<file path="config.mk">
export PLATFORM = sky130hd
export DESIGN_NAME = thi_queue
export DESIGN_NICKNAME = d
export VERILOG_FILES = /design/src/design/thi_queue.sv
export SDC_FILE = /design/constraint.sdc
export NUM_CORES = 1
export LEC_CHECK = 0
export ABC_AREA = 1
export ABC_CLOCK_PERIOD_IN_PS = 5000
export BUFFER_PORTS_ARGS = -buffer_cell sky130_fd_sc_hd__buf_2
export CORE_MARGIN = 2
export CORE_UTILIZATION = 35
export CTS_BUF_LIST = sky130_fd_sc_hd__clkbuf_16
export CTS_CLUSTER_SIZE = 30
export DETAILED_ROUTE_END_ITERATION = 8
export PLACE_DENSITY = 0.54
export RECOVER_POWER = 100
export SLEW_MARGIN = 5
export SYNTH_ARGS = -nofsm -noshare
export SYNTH_HDL_FRONTEND = slang
export SYNTH_SLANG_ARGS = --single-unit
</file>
<file path="constraint.sdc">
create_clock -name clk -period 5 [get_ports clk]
set_input_delay 0.5 -clock clk [delete_from_list [all_inputs] [get_ports clk]]
set_output_delay 0.5 -clock clk [all_outputs]
set_load 0.02 [all_outputs]
</file>
<file path="src/design/thi_queue.sv">
`timescale 1ns / 1ps
// ----------------------------------------------------------------------------
// thi_queue
// Short first-in first-out queue between front and back, head shown ahead.
// ----------------------------------------------------------------------------
module thi_queue #(
	parameter int WIDTH  = 82,
	parameter int DEPTH  = 4,
	parameter int CNT_W  = 3
) (
	input  logic              clk,
	input  logic              arst_n,
	input  logic              push,
	input  logic [WIDTH-1:0]  push_data,
	input  logic              pop,
	output logic [WIDTH-1:0]  head,
	output logic              empty,
	output logic [CNT_W-1:0]  count
);
	localparam int PTR_W = (DEPTH > 1) ? $clog2(DEPTH) : 1;

	logic [WIDTH-1:0] slot_q [DEPTH];
	logic [PTR_W-1:0] wr_ptr_q;
	logic [PTR_W-1:0] rd_ptr_q;
	logic [CNT_W-1:0] count_q;
	logic             do_pop;

	assign empty  = (count_q == '0);
	assign count  = count_q;
	assign head   = slot_q[rd_ptr_q];
	assign do_pop = pop & ~empty;

	// pointers and fill level
	always_ff @(posedge clk or negedge arst_n) begin
		if (!arst_n) begin
			wr_ptr_q <= '0;
			rd_ptr_q <= '0;
			count_q  <= '0;
		end else begin
			if (push)   wr_ptr_q <= (wr_ptr_q == PTR_W'(DEPTH-1)) ? '0 : wr_ptr_q + PTR_W'(1);
			if (do_pop) rd_ptr_q <= (rd_ptr_q == PTR_W'(DEPTH-1)) ? '0 : rd_ptr_q + PTR_W'(1);
			count_q <= count_q + CNT_W'(push) - CNT_W'(do_pop);
		end
	end

	// slot storage
	always_ff @(posedge clk) begin
		if (push) slot_q[wr_ptr_q] <= push_data;
	end

endmodule

</file>
# Yosys cells after proc, flatten, opt, wreduce, memory -nomap -nowiden
# Memories as Yosys holds them, arrays and structs flattened.
# Index checks and enable logic that the tools add are counted.
[totals]
reg_bits = 7
ram_bits = 328
elab_cells = 17
memories = 1
[op_classes]
n_addsub = 4
n_eq_ne = 2
n_mux = 4
bitwise_logic = 2
n_reduce_logical = 1
[memory_table]
columns = ["name", "words", "width", "read_ports", "rd_clocked_by_memory_dff", "write_ports", "line", "rtl"]
rows = [
  ["slot_q", 4, 82, 1, 0, 1, "22", "logic [WIDTH-1:0] slot_q [DEPTH];"],
]
[ops]
columns = ["operator", "count"]
rows = [
  ["2-bit by 1-bit adder with 2-bit output, second input constant", 2],
  ["2-bit == test, second input constant", 2],
  ["2-bit two-way mux", 2],
  ["3-bit by 1-bit adder with 3-bit output", 1],
  ["3-bit logical NOT", 1],
  ["3-bit by 1-bit subtractor with 3-bit output", 1],
  ["1-bit two-way mux", 2],
  ["1-bit bitwise AND", 1],
  ["1-bit NOT", 1],
]

# Logic depth before layout (Yosys ltp)
[logic_depth]
depth_word = 4
depth_mapped = 12
depth_no_buf = 12

# Worst setup path after synthesis
# Ideal clock, no wire load.
[synth_path]
kind = "reg-to-reg"
startpoint = "register wr_ptr_q[0]"
endpoint = "memory slot_q[2][0], enable pin"
arrival_time_ns = 2.248
required_time_ns = 4.564
path_slack_ns = 2.317
stages_incl_launch_ff = 5
period_less_slack_ns = 2.683
path_cell_list = "dfrtp_1 -> inv_1 -> ha_1 -> nand2_1 -> inv_1"
[synth_lines]
columns = ["item", "line", "rtl"]
rows = [
  ["from (decl)", "23", "logic [PTR_W-1:0] wr_ptr_q;"],
  ["from (signal assigned)", "40", "if (push) wr_ptr_q <= (wr_ptr_q == PTR_W'(DEPTH-1)) ? '0 : wr_ptr_q + PTR_W'(1);"],
  ["to (decl)", "22", ""],
]
# Straight into the memory's write port.

# Worst setup path after layout
[layout_path]
startpoint = "register rd_ptr_q[1]"
endpoint = "output port head[2]"
[layout_via]
elab_chain_len = 1
[layout_rtl]
columns = ["item", "line", "rtl"]
rows = [
  ["from (decl)", "24", "logic [PTR_W-1:0] rd_ptr_q;"],
  ["from (signal assigned)", "41", "if (do_pop) rd_ptr_q <= (rd_ptr_q == PTR_W'(DEPTH-1)) ? '0 : rd_ptr_q + PTR_W'(1);"],
  ["memory read 4 x 82 bit", "--", ""],
  ["to (decl)", "16", "output logic [WIDTH-1:0] head,"],
]
# No other way between the ends.

==> flow_summary_export.csv <==
group,metric,value,unit
synthesis,netlist_area,13590,um2
global_route,grt_pass1_wl,43900,um
detailed_routing,avgViaCountPerCell,4.488,
synthesis,ys.flop_type,"edfxtp_1",
placed_design,gp_congestion,0.7048,
floorplanning,design.die.area,40430,um2
worst_setup_path,start_kind,"register",
global_route,grt_overflow,0,
synthesis,synth_top_area_cell,"edfxtp_1",
sta,period_share,76.78,%
sta,setup_ws,1.161,ns
worst_setup_path,cp_max_fo,40,
detailed_routing,routed_wirelength,28080,um
cts,worstSkewPairLatency,0.54,ns
sta,rsz0062_at_grt,"no",
detailed_routing,dr.first_iter.drc_count,380,
worst_setup_path,crit_top_cell,"clkbuf_1",
sta,finalSetupTns,0,ns
min_path,hold_class,"input pin to register",
worst_setup_path,cp_num_buf_inv,4,
floorplanning,die_w,201.1,um
synthesis,synthTopCellsByCount,"edfxtp_1, nand2_1, inv_1",
synthesis,synth.most_common_cell,"edfxtp_1",
detailed_routing,avgRoutedWirePerCell,16.33,um
floorplanning,die_h,201.1,um
detailed_routing,drt-pass1-iter-count,4,
sta,worst_pin_slew,2.922,ns
cts,clock-root-buffer,"clkbuf_16",
synthesis,synth-edff-count,328,
floorplanning,core-area,38470,um2
synthesis,yosys.area.top_type_share,72.46,%
worst_setup_path,timing.reg2reg.setup_slack,1.17,ns
worst_setup_path,end_kind,"primary output",
run,cap_violations,6,
worst_setup_path,crit_start,"rd_ptr_q[1]",
power,p_per_area,603.7,nW/um2
cells_and_area,layout.nets,1271,
cts,cts_max_level,2,
synthesis,yosysUniqueCellTypes,18,
global_route,grt_antenna_before_repair,1,
sta,maxSlewViolCount,209,
detailed_routing,ant_nets,0,
detailed_routing,drcViolationCount,0,
synthesis,syn_nets,1103,
cts,clock_path_buffers,3,
sta,max_clock_freq,260.5,MHz
cts,postCtsResizedCells,0,
worst_setup_path,critPathTopFamily,"buffers and inverters",
worst_setup_path,max_stage_delay,0.91,ns
worst_setup_path,r2r_cells,5,
global_route,grt_max_degree,180,
global_route,grt_usage,14.18,%
worst_setup_path,crit_chain,"clkinv_2 -> clkbuf_2 -> clkbuf_1 -> o211ai_1 -> nand2_1 -> clkbuf_1",
cts,cts_setup_buffers,0,
cts,ctsHoldBuffers,1,
synthesis,synth_warnings,0,
cells_and_area,fillers,3704,
worst_setup_path,cp-endpoint,"head[2]",
placed_design,io_buffer_count,171,
worst_setup_path,path_class,"register to primary output",
placed_design,hpwl,16100,um
cts,cts_tree,"built",
floorplanning,fp-row-count,72,
placed_design,dp_slack,2.254,ns
cells_and_area,drive_gt1_share,6.323,%
cells_and_area,antennaDiodeCount,0,
cts,clkSinkCount,335,
floorplanning,io_pins,172,
run_status,violations,"max-capacitance violations, max-slew violations",
sta,slew_headroom,-94.80,%
synthesis,async_reset_ff_share,2.090,%
worst_setup_path,r2r_start,"wr_ptr_q[0]",
synthesis,synthTopCellsByArea,"edfxtp_1, o211ai_1, nand2_1",
cts,clk_pin_slew,0.06,ns
worst_setup_path,required,4.50,ns
cells_and_area,multiInputGateArea,2412,um2
sta,finalClockSkew,0.01081,ns
sta,period_minus_slack,3.839,ns
global_route,grt_pass1_vias,7770,
synthesis,post_synth.cell_area_avg,13.47,um2
worst_setup_path,cpMaxStageDelayCell,"clkbuf_2",
detailed_routing,vias,7720,
worst_setup_path,rr_endpoint,"slot_q[2][49]",
floorplanning,initial_core_util,35.34,%
cts,cts_buffers,37,
synthesis,yosys_register_bits,335,
cells_and_area,register_area,10030,um2
cells_and_area,syn_to_final_growth,15.32,%
worst_setup_path,worstSetupPathDepth,6,
run_status,status,"finished with violations",
sta,hold_violations,0,
worst_setup_path,arrival,3.34,ns
power,peakVddDrop,0.0004542,V
synthesis,ys_seq_area_share,73.75,%
power,leakage,5.813,nW
synthesis,syn_inst,1009,
cells_and_area,fin_util,40.75,%
sta,setup_viol,0,
-- layer usage --
layer | track usage (%) | vias to the layer above | part of all wire, %
li1 | - | 3840 | -
met1 | 17.86 | 3693 | 45
met2 | 23.83 | 140 | 48
met3 | 3.620 | 45 | 4.9
met4 | 4.815 | 2 | 2.3
met5 | 0 | - | 0.039
-- worst reg2reg max path, stage by stage (launching register included) --
cell and delay (ns):
dfrtp_1 0.39, inv_1 0.09, ha_1 0.19, nand2_1 0.07
clkinvlp_2 1.42, clkbuf_1 1.13
-- cell families (layout without fill, tap and decap cells) --
kind of cell / count (synthesis) / in the layout / synth area share (%)
DFF: 335 / 335 / 73.75
xor gates and xnor gates: 2 / 2 / 0.1289
AOI/OAI and AO/OA: 166 / 166 / 9.499
and+or+nand+nor: 266 / 266 / 7.364
buffers and inverters: 232 / 425 / 8.468
adders and majority gates: 8 / 8 / 0.7916
-- how the worst min path moves through the flow --
stage,depth (start not counted),endpoint,startpoint
after floorplan,0,count[0],arst_n
after global placement,1,count[0],arst_n
after detailed placement,1,count[2],arst_n
after CTS,1,slot_q[0][60],push_data[60]
after global routing,1,slot_q[3][58],push_data[58]
final,1,slot_q[3][70],push_data[70]
-- report_power, final --
part	switching [mW]	total, mW	internal, mW	leakage [nW]
logic	2.31	3.11	0.792	2.14
registers	0.116	3.74	3.63	3.09
clock network	1.06	2.61	1.55	0.581
total	3.49	9.46	5.98	5.81
-- sequential cells by signal, indices dropped and copies added (netlist names) --
register and cells:
slot_q 328, count 3, rd_ptr_q 2, wr_ptr_q 2
-- per-stage QoR --
step / area [um2] / power, mW / hold slack, ns / cells
final: 15680 / 9.462 / 0.2181 / 1720
after global routing: 15680 / 10.08 / 0.1899 / 1720
after CTS: 15910 / 9.778 / 0.1311 / 1720
after detailed placement: 14740 / 7.130 / 0.3647 / 1655
after global placement: 14740 / 7.086 / 0.3674 / 1655
after floorplan: 13590 / 6.250 / 0.2044 / 1009
-- layout by cell type (no fill, tap or decap), types with 2 or more instances in the layout --
master / synthesis / layout
nor2_1: 3 / 3
nand2_1: 261 / 261
clkbuf_2: 0 / 2
buf_12: 0 / 2
edfxtp_1: 328 / 328
clkinv_2: 0 / 4
dfrtp_4: 0 / 2
nand3_1: 2 / 2
clkbuf_1: 2 / 168
buf_4: 1 / 2
o211ai_2: 10 / 9
ha_1: 7 / 7
bufinv_16: 0 / 3
inv_1: 177 / 178
o21ai_0: 2 / 2
clkinv_1: 0 / 13
o211ai_1: 154 / 155
inv_4: 0 / 2
buf_2: 17 / 8
clkbuf_16: 0 / 39
dfrtp_1: 7 / 5
-- area by class of cell --
cell class                      instances  area share [%]
Sequential cell                       335           64.00
Multi-Input combinational cell        442           15.39
Clock buffer                           39           6.226
Timing Repair Buffer                  183           4.757
Inverter                              178           4.310
Tap cell                              518           4.135
Clock inverter                         25           1.181
(Power assumes the default switching activity.)
