==> src/design/thi_pkg.sv <==
`timescale 1ns / 1ps
// ----------------------------------------------------------------------------
// thi_pkg
// Shared types, register map and item codes of the terrain height interpolator.
// ----------------------------------------------------------------------------
package thi_pkg;

	// largest grid side supported by the store
	localparam int MAX_SIDE_DEF = 256;

	// configuration port
	localparam int PADDR_W = 5;
	localparam logic [2:0] REG_MAP_SIDE    = 3'd0;
	localparam logic [2:0] REG_INV_SCALE_X = 3'd1;
	localparam logic [2:0] REG_INV_SCALE_Z = 3'd2;
	localparam logic [2:0] REG_HEIGHT_SCL  = 3'd3;
	localparam logic [2:0] REG_DEFAULT_H   = 3'd4;
	localparam logic [2:0] REG_FLIP_ROWS   = 3'd5;

	// register reset values
	localparam logic [8:0]  RST_MAP_SIDE    = 9'd256;
	localparam logic [31:0] RST_INV_SCALE   = 32'h0001_0000;
	localparam logic [31:0] RST_HEIGHT_SCL  = 32'h0100_0000;
	localparam logic [31:0] RST_DEFAULT_H   = 32'h0000_0000;

	// item codes carried from front to back
	localparam logic [1:0] KIND_NOP   = 2'd0;
	localparam logic [1:0] KIND_WRITE = 2'd1;
	localparam logic [1:0] KIND_QUERY = 2'd2;
	localparam logic [1:0] KIND_OFF   = 2'd3;

	// request type codes
	localparam logic REQ_WRITE = 1'b0;

	typedef struct packed {
		logic [8:0]  map_side;
		logic [31:0] inv_scale_x;
		logic [31:0] inv_scale_z;
		logic [31:0] height_scale;
		logic [31:0] default_height;
		logic        flip_rows;
	} cfg_t;

endpackage

==> src/design/thi_regs.sv <==
`timescale 1ns / 1ps
// ----------------------------------------------------------------------------
// thi_regs
// Configuration register file behind the APB-style port.
// ----------------------------------------------------------------------------
module thi_regs (
	input  logic                          clk,
	input  logic                          arst_n,
	input  logic                          psel,
	input  logic                          penable,
	input  logic                          pwrite,
	input  logic [thi_pkg::PADDR_W-1:0]   paddr,
	input  logic [31:0]                   pwdata,
	output logic [31:0]                   prdata,
	output logic                          pready,
	output thi_pkg::cfg_t                 cfg
);
	import thi_pkg::*;

	cfg_t       cfg_q;
	logic       wr_en;
	logic [2:0] reg_idx;

	assign pready  = 1'b1;
	assign wr_en   = psel & penable & pwrite;
	assign reg_idx = paddr[4:2];
	assign cfg     = cfg_q;

	// register write on the access cycle of a transfer
	always_ff @(posedge clk or negedge arst_n) begin
		if (!arst_n) begin
			cfg_q.map_side       <= RST_MAP_SIDE;
			cfg_q.inv_scale_x    <= RST_INV_SCALE;
			cfg_q.inv_scale_z    <= RST_INV_SCALE;
			cfg_q.height_scale   <= RST_HEIGHT_SCL;
			cfg_q.default_height <= RST_DEFAULT_H;
			cfg_q.flip_rows      <= 1'b0;
		end else if (wr_en) begin
			unique case (reg_idx)
				REG_MAP_SIDE:    cfg_q.map_side       <= pwdata[8:0];
				REG_INV_SCALE_X: cfg_q.inv_scale_x    <= pwdata;
				REG_INV_SCALE_Z: cfg_q.inv_scale_z    <= pwdata;
				REG_HEIGHT_SCL:  cfg_q.height_scale   <= pwdata;
				REG_DEFAULT_H:   cfg_q.default_height <= pwdata;
				REG_FLIP_ROWS:   cfg_q.flip_rows      <= pwdata[0];
				default: ;
			endcase
		end
	end

	// read mux
	always_comb begin
		unique case (reg_idx)
			REG_MAP_SIDE:    prdata = {23'd0, cfg_q.map_side};
			REG_INV_SCALE_X: prdata = cfg_q.inv_scale_x;
			REG_INV_SCALE_Z: prdata = cfg_q.inv_scale_z;
			REG_HEIGHT_SCL:  prdata = cfg_q.height_scale;
			REG_DEFAULT_H:   prdata = cfg_q.default_height;
			REG_FLIP_ROWS:   prdata = {31'd0, cfg_q.flip_rows};
			default:         prdata = 32'd0;
		endcase
	end

endmodule

==> config.mk <==
export PLATFORM = sky130hd
export DESIGN_NAME = thi_regs
export DESIGN_NICKNAME = d
export VERILOG_FILES = /design/src/design/thi_pkg.sv /design/src/design/thi_regs.sv
export SDC_FILE = /design/constraint.sdc
export NUM_CORES = 1
export LEC_CHECK = 0
export ABC_AREA = 1
export ABC_CLOCK_PERIOD_IN_PS = 800
export BUFFER_PORTS_ARGS = -buffer_cell sky130_fd_sc_hd__buf_4
export CAP_MARGIN = 25
export CORE_MARGIN = 2
export CORE_UTILIZATION = 45
export CTS_CLUSTER_DIAMETER = 60
export DETAILED_ROUTE_END_ITERATION = 16
export PLACE_DENSITY = 0.75
export SLEW_MARGIN = 10
export SYNTH_ARGS = -nofsm -noshare
export SYNTH_HDL_FRONTEND = slang
export SYNTH_SLANG_ARGS = --single-unit
==> constraint.sdc <==
create_clock -name clk -period 0.8 [get_ports clk]
set_input_delay 0.04 -clock clk [delete_from_list [all_inputs] [get_ports clk]]
set_output_delay 0.04 -clock clk [all_outputs]
set_load 0.02 [all_outputs]
==> After elaboration in Yosys (flattened, before gate mapping) <==
Cells that the tools add are included.
{ "totals": {"reg_bits": 138, "input_bits": 42, "out_inout_bits": 171, "elab_cells": 21} }
{ "classes": {"eq_ne": 5, "mux": 1, "n_bitwise": 2, "n_reduce_logical": 7} }
{ "ops": {"columns": ["cell", "n"], "rows": [
  ["32-bit case mux with 6 select lines", 1],
  ["2-bit AND reduction", 6],
  ["3-bit by 2-bit == test with 1-bit output, second input constant", 2],
  ["3-bit == test, second input constant", 2],
  ["3-bit by 1-bit == test with 1-bit output, second input constant", 1],
  ["3-bit logical NOT", 1],
  ["1-bit AND", 2]
]} }

==> Depth between registers and ports, before layout <==
Gate-level depths: netlist of run 1.
{ "logic_depth": {"ltp_word": 3, "depth_mapped": 8, "ltp_nobuf": 6} }

==> Worst setup path after synthesis of run 1 <==
Ideal clock, no wire load.
{ "synth_path": {"path_kind": "register -> output", "start": "register cfg_q (netlist bit cfg[81])", "end": "output prdata[16]", "t_arrival_ps": 967, "required_time_ps": 760, "slack_ps": -207, "stages_incl_launch_ff": 5, "path_buffers": 0, "cell_sequence": "dfstp_2 > inv_1 > o21ai_0 > inv_1 > nand2_1"} }
{ "synth_between": {"elab_chain_cells": 1} }
{ "synth_rtl": {"columns": ["element", "line_no", "text"], "rows": [
  ["start: declaration", "thi_regs.sv:20", "cfg_t cfg_q;"],
  ["32-bit case mux with 6 select lines", "thi_regs.sv:53", "unique case (reg_idx)"],
  ["end: declaration", "thi_regs.sv:14", "output logic [31:0] prdata,"]
]} }
No other way between the ends.

==> Final worst setup path of run 1 <==
{ "layout_path": {"start": "register cfg_q (netlist bit cfg[69])", "end": "output prdata[4]"} }
The elaborated chain is that of the path after synthesis.

==> impl_metrics.yaml, run 1 <==
routing:
  wl_per_cell_um: 23.3
  drc_errors: 0
  via_count: 8512
  drt_pass1_iterations: 5
  antenna_left: 0
  avgViaCountPerCell: 5.79
  drt_iter0_drc: 910
  wl_mm: 34.2
clock_network:
  cts-buffers-inserted: 17
  clock_latency_ns: 0.42
  path_clk_slew_ns: 0.06
  cts_sinks: 138
  cts_tree: "done"
  cts_max_level: 4
  cts_root_buffer: "clkbuf_16"
  ctsLongestPathBuffers: 2
power:
  power_leakage_nw: 6.51
  powerDensity_nw_per_um2: 2630
  peakVddDrop_v: 0.00192
synth:
  syn_inst: 798
  synth_seq_cells: 138
  synth.avg_cell_area_um2: 8.41
  yosys_warnings: 0
  syn-cell-area_um2: 6710
  synth_fp_nets: 840
  yosys-top-cells-area: "dfrtp_1 50%, nand2_1 10%, inv_1 6.8%"
  yosysSeqAreaShare_pct: 51.5
  synth_top_area_share_pct: 50.0
  yosysTopAreaCell: "dfrtp_1"
  ys_types: 25
floorplanning:
  dieArea_um2: 15900
  ios: 213
  fp.coreArea_um2: 14500
  dieHeight_um: 126
  rows: 44
  start_util_pct: 46.2
  fp.dieW_um: 126
setup_path:
  cp_max_fo: 2
  reg2reg_from: "cfg[10]"
  rr_worst_depth: 4
  critPathArrivalTime_ns: 1.46
  rr_endpoint: "cfg[10]"
  required_ns: 0.76
  cp-start-kind: "flop"
  r2r_slack_ns: -0.31
  critPathKind: "reg -> out"
  critPathCaptureType: "primary output"
timing:
  rsz0062_at_grt: "true"
  setup_slack_ns: -0.701
  holdWs_ns: 0.0520
  maxSlewViolCount: 0
  fmax_mhz: 666
  setup_viol: 224
  finalCritPeriodShare_pct: 188
  worst_clock_skew_ns: 0
  hold_violations: 0
  fin_crit_ns: 1.50
global_routing:
  grt_pass1_wl_mm: 45.2
  grt_pass1_vias: 8553
  overflow: 0
  track_usage_pct: 36.4
  antenna_found_initial: 2
  grt_max_degree: 28
min_path:
  hold_class: "in -> async"
placed_design:
  dpl.hpwl_mm: 15.4
  place_inst: 1344
  place_congestion: 0.847
  port_buffers: 209
final_layout:
  stdcell_count: 1471
  area_growth_pct: 97.8
  nFillCells: 520
  largest_register_ffs: 138
  drive_above_1_share_pct: 58.8
  final_nets: 1314
run:
  maxCapViolCount: 0
status:
  status: "complete, but fails checks"
  violations: "negative setup slack"
[area by class of cell]
type,instances,area [µm²],area share [%]
antenna,2,5.00,0.0377
clock buffer,21,470,3.54
clock inverter,11,263,1.98
inverter,127,502,3.78
multi-input combinational,486,2860,21.5
sequential,138,3510,26.5
tap,184,230,1.73
timing repair buffer,502,5430,40.9
[metal layers]
| metal | global-route usage, % | routed length, µm |
|---|---|---|
| met1 | 40.3 | 11300 |
| met2 | 64.9 | 17400 |
| met3 | 8.11 | 2950 |
| met4 | 19.6 | 2530 |
| met5 | 0 | 0 |
[what timing repair did]
item / CTS / global route
hold buffers: 33 / 0
endpoints found under the setup margin: 173 / 234
buffers inserted: 50 / 109
pin swaps: 66 / 47
resized for setup: 351 / 190
endpoints found under the hold margin: 276 / 0
[synthesized netlist by cell type, drive strengths merged]
cell	n
nand2	188
o21ai	165
dfrtp	134
inv	127
nor2	49
buf	44
nand3	44
a21oi	25
nand4	14
dfstp	4
clkbuf	3
conb	1
[report_power, final]
| part | switching (mW) | internal, mW | leakage [nW] |
|---|---|---|---|
| Clock | 3.28 | 6.74 | 0.357 |
| Combinational | 7.10 | 8.03 | 4.47 |
| Sequential | 1.32 | 8.47 | 1.68 |
[layout by cell type, fill, tap and decap left out, types with 3 or more instances in the layout]
master and n:
nor2_2 19, o21ai_1 90, nor2_1 26, dfstp_2 4, nand2_4 5, o21ai_0 9, nand4_1 14, nand3_1 30
nand2_2 52, o21ai_2 66, inv_1 95, buf_4 104, a21oi_1 10, clkbuf_16 17, dlygate4sd3_1 33, a21oi_2 15
dfrtp_1 92, nand3_4 5, dfrtp_2 42, buf_12 24, inv_2 27, nand3_2 9, nand2_1 129, inv_4 3
bufinv_16 8, buf_6 341, clkbuf_8 3
[worst max-delay path, cell delays in order (launching register included)]
cell and delay (ns):
dfrtp_1 0.40, inv_1 0.08, o21ai_0 0.24, inv_1 0.10, nand2_2 0.09, buf_6 0.12
[cells by family (layout without fill, tap and decap cells)]
logic type	Yosys count	in the layout	share of synthesized area, %
AOI/OAI and AO/OA	190	190	16.0
buffers and inverters	174	661	12.9
DFF	138	138	51.5
other	1	3	0.0559
and+or+nand+nor	295	295	19.5
[per-stage QoR]
stage | setup TNS [ns] | instance area [µm²] | power [mW] | utilization [%] | worst slack, ns
finish | -69.39 | 13300 | 34.9 | 91.3 | -0.701
global route | -74.68 | 13300 | 35.9 | 91.3 | -0.780
CTS | -59.71 | 12700 | 32.5 | 87.3 | -0.609
detailed placement | -42.16 | 10100 | 19.5 | 69.6 | -0.315
global placement | -38.99 | 10100 | 19.3 | 69.6 | -0.272
floorplan | -9.72 | 7020 | 13.7 | - | -0.122
[worst max path at each step]
stage	startpoint	end	depth (start not counted)	slack, ns
5_1_grt	cfg[69]	prdata[4]	5	-0.78
6_report	cfg[69]	prdata[4]	5	-0.70
2_1_floorplan	cfg[81]	prdata[16]	4	-0.12
3_3_place_gp	paddr[4]	cfg[52]	7	-0.27
3_5_place_dp	paddr[2]	prdata[30]	8	-0.32
4_1_cts	cfg[137]	prdata[8]	5	-0.61
Note: power is estimated with default switching activity, not from simulation.
==> run 2, diff against run 1 <==
BUFFER_PORTS_ARGS = not set   (was -buffer_cell sky130_fd_sc_hd__buf_4)
DONT_BUFFER_PORTS = 1   (was not set)
PLACE_DENSITY = not set   (was 0.75)
==> run 2 against run 1 <==
Effect of this change: the flow finishes with violations (negative hold slack, negative setup slack); setup slack gained 0.16 ns; final cell count fell by 12%; sequential power about the same; non-clock buffer count fell by 175; register-to-register slack improved by 0.12 ns; critical endpoint is now prdata[24].
==> impl_metrics.yaml, run 2 (synthesis gave the netlist of run 1 again) <==
timing:
  fmax_mhz: 747
  finalCritPeriodShare_pct: 167
  rsz0062_at_grt: "true"
  fin_crit_ns: 1.34
  setup_slack_ns: -0.539
  maxSlewViolCount: 0
  worst_clock_skew_ns: 0
  hold_violations: 139
  setup_viol: 195
  holdWs_ns: -0.683
  setup_tns_ns: -52.12
global_routing:
  overflow: 0
  track_usage_pct: 27.9
  grt_max_degree: 139
  grt_pass1_vias: 6878
  antenna_found_initial: 0
  grt_pass1_wl_mm: 35.1
clock_network:
  cts-buffers-inserted: 17
  cts_tree: "done"
  cts_root_buffer: "clkbuf_16"
  ctsLongestPathBuffers: 2
  clock_latency_ns: 0.41
  cts_max_level: 4
  path_clk_slew_ns: 0.06
  postCtsHoldBufs: 34
  cts_sinks: 138
final_layout:
  stdcell_count: 1294
  most-common-layout-cells: "237 x buf_6, 136 x nand2_1, 108 x o21ai_1"
  final_common_cell: "buf_6"
  final_nets: 1139
  largest_register_ffs: 138
  diodes: 0
  final_util_pct: 77.7
  drive_above_1_share_pct: 49.7
  stdcell_area_um2: 11300
  area_growth_pct: 68.3
placed_design:
  dpl.hpwl_mm: 13.5
  port_buffers: 0
  place_congestion: 0.834
  place_inst: 1144
  placed_area_um2: 8480
routing:
  highest_layer: "met4"
  wl_per_cell_um: 18.3
  wl_met2_mm: 12.3
  via_count: 6870
  drt_iter0_drc: 606
  wl_mm: 23.7
  m1WireLength_mm: 9.02
  avgViaCountPerCell: 5.31
  wl_met3_mm: 1.64
  antenna_left: 0
  drc_errors: 0
  drt_pass1_iterations: 5
setup_path:
  rr_worst_depth: 5
  worstSetupEndpoint: "prdata[24]"
  cp-start-kind: "flop"
  critPathArrivalTime_ns: 1.30
  cp_max_fo: 2
  rr_endpoint: "cfg[132]"
  reg2reg_from: "cfg[132]"
  r2r_slack_ns: -0.19
  startpoint: "cfg[57]"
  critPathKind: "reg -> out"
  required_ns: 0.76
  critPathCaptureType: "primary output"
power:
  power_mw: 29.9
  powerDensity_nw_per_um2: 2640
  peakVddDrop_v: 0.00152
  power_leakage_nw: 5.41
floorplanning:
  start_util_pct: 46.2
  dieArea_um2: 15900
  fp.dieW_um: 126
  ios: 213
  fp.coreArea_um2: 14500
  dieHeight_um: 126
  rows: 44
run:
  maxCapViolCount: 0
status:
  status: "complete, but fails checks"
  violations: "negative hold slack, negative setup slack"
min_path:
  hold_class: "in -> async"
[run 2: cell count changes in the layout (fill, tap and decap cells not counted), moves of 8 or more]
cell,delta
buf_6,-104
buf_4,-62
o21ai_1,+18
o21ai_2,-12
buf_12,-10
nand2_2,-8
[run 2: worst min-delay path by stage]
| stage | startpoint | to | slack, ns | cells after the start |
|---|---|---|---|---|
| after floorplan | arst_n | cfg[0] | -0.26 | 0 |
| after global placement | arst_n | cfg[36] | -0.25 | 0 |
| after detailed placement | arst_n | cfg[36] | -0.25 | 0 |
| after CTS | arst_n | cfg[46] | -0.70 | 0 |
| after global routing | arst_n | cfg[36] | -0.70 | 0 |
| final | arst_n | cfg[68] | -0.68 | 0 |
[run 2: through the flow]
stage	setup WS (ns)	hold WS [ns]
6_report	-0.539	-0.683
5_1_grt	-0.571	-0.702
4_1_cts	-0.535	-0.697
3_5_place_dp	-0.170	-0.249
3_3_place_gp	-0.132	-0.249
2_1_floorplan	-0.122	-0.256
[run 2: routing by layer]
| metal | GRT usage [%] | vias up |
|---|---|---|
| met2 | 47.7 | 343 |
| li1 | - | 3134 |
| met3 | 6.67 | 68 |
| met5 | 0 | - |
| met1 | 33.6 | 3325 |
| met4 | 12.2 | 0 |
[run 2: cell type report]
cell class                 instances  area [µm²]
tap                              184         230
inverter                         127         502
fill                             909        3240
clock buffer                      21         460
timing repair buffer             327        3600
sequential                       138        3510
clock inverter                    11         194
multi-input combinational        486        2790
[run 2: what timing repair did]
| action | in CTS | in global routing |
|---|---|---|
| pin swaps | 42 | 59 |
| gates resized for setup | 181 | 201 |
| setup buffers | 53 | 68 |
| setup endpoints to repair | 171 | 196 |
| endpoints found under the hold margin | 276 | 139 |
[run 2: critical path, cell delays in order, from the launching register on]
cell and delay (ns):
dfstp_2 0.54, inv_2 0.06, nor2_2 0.08, a21oi_1 0.06
nand2_2 0.14
[run 2: where the power goes]
| part | switching, mW | internal [mW] |
|---|---|---|
| Combinational | 5.37 | 5.97 |
| Sequential | 1.32 | 8.48 |
| Clock | 3.03 | 5.70 |
| Total | 9.72 | 20.1 |
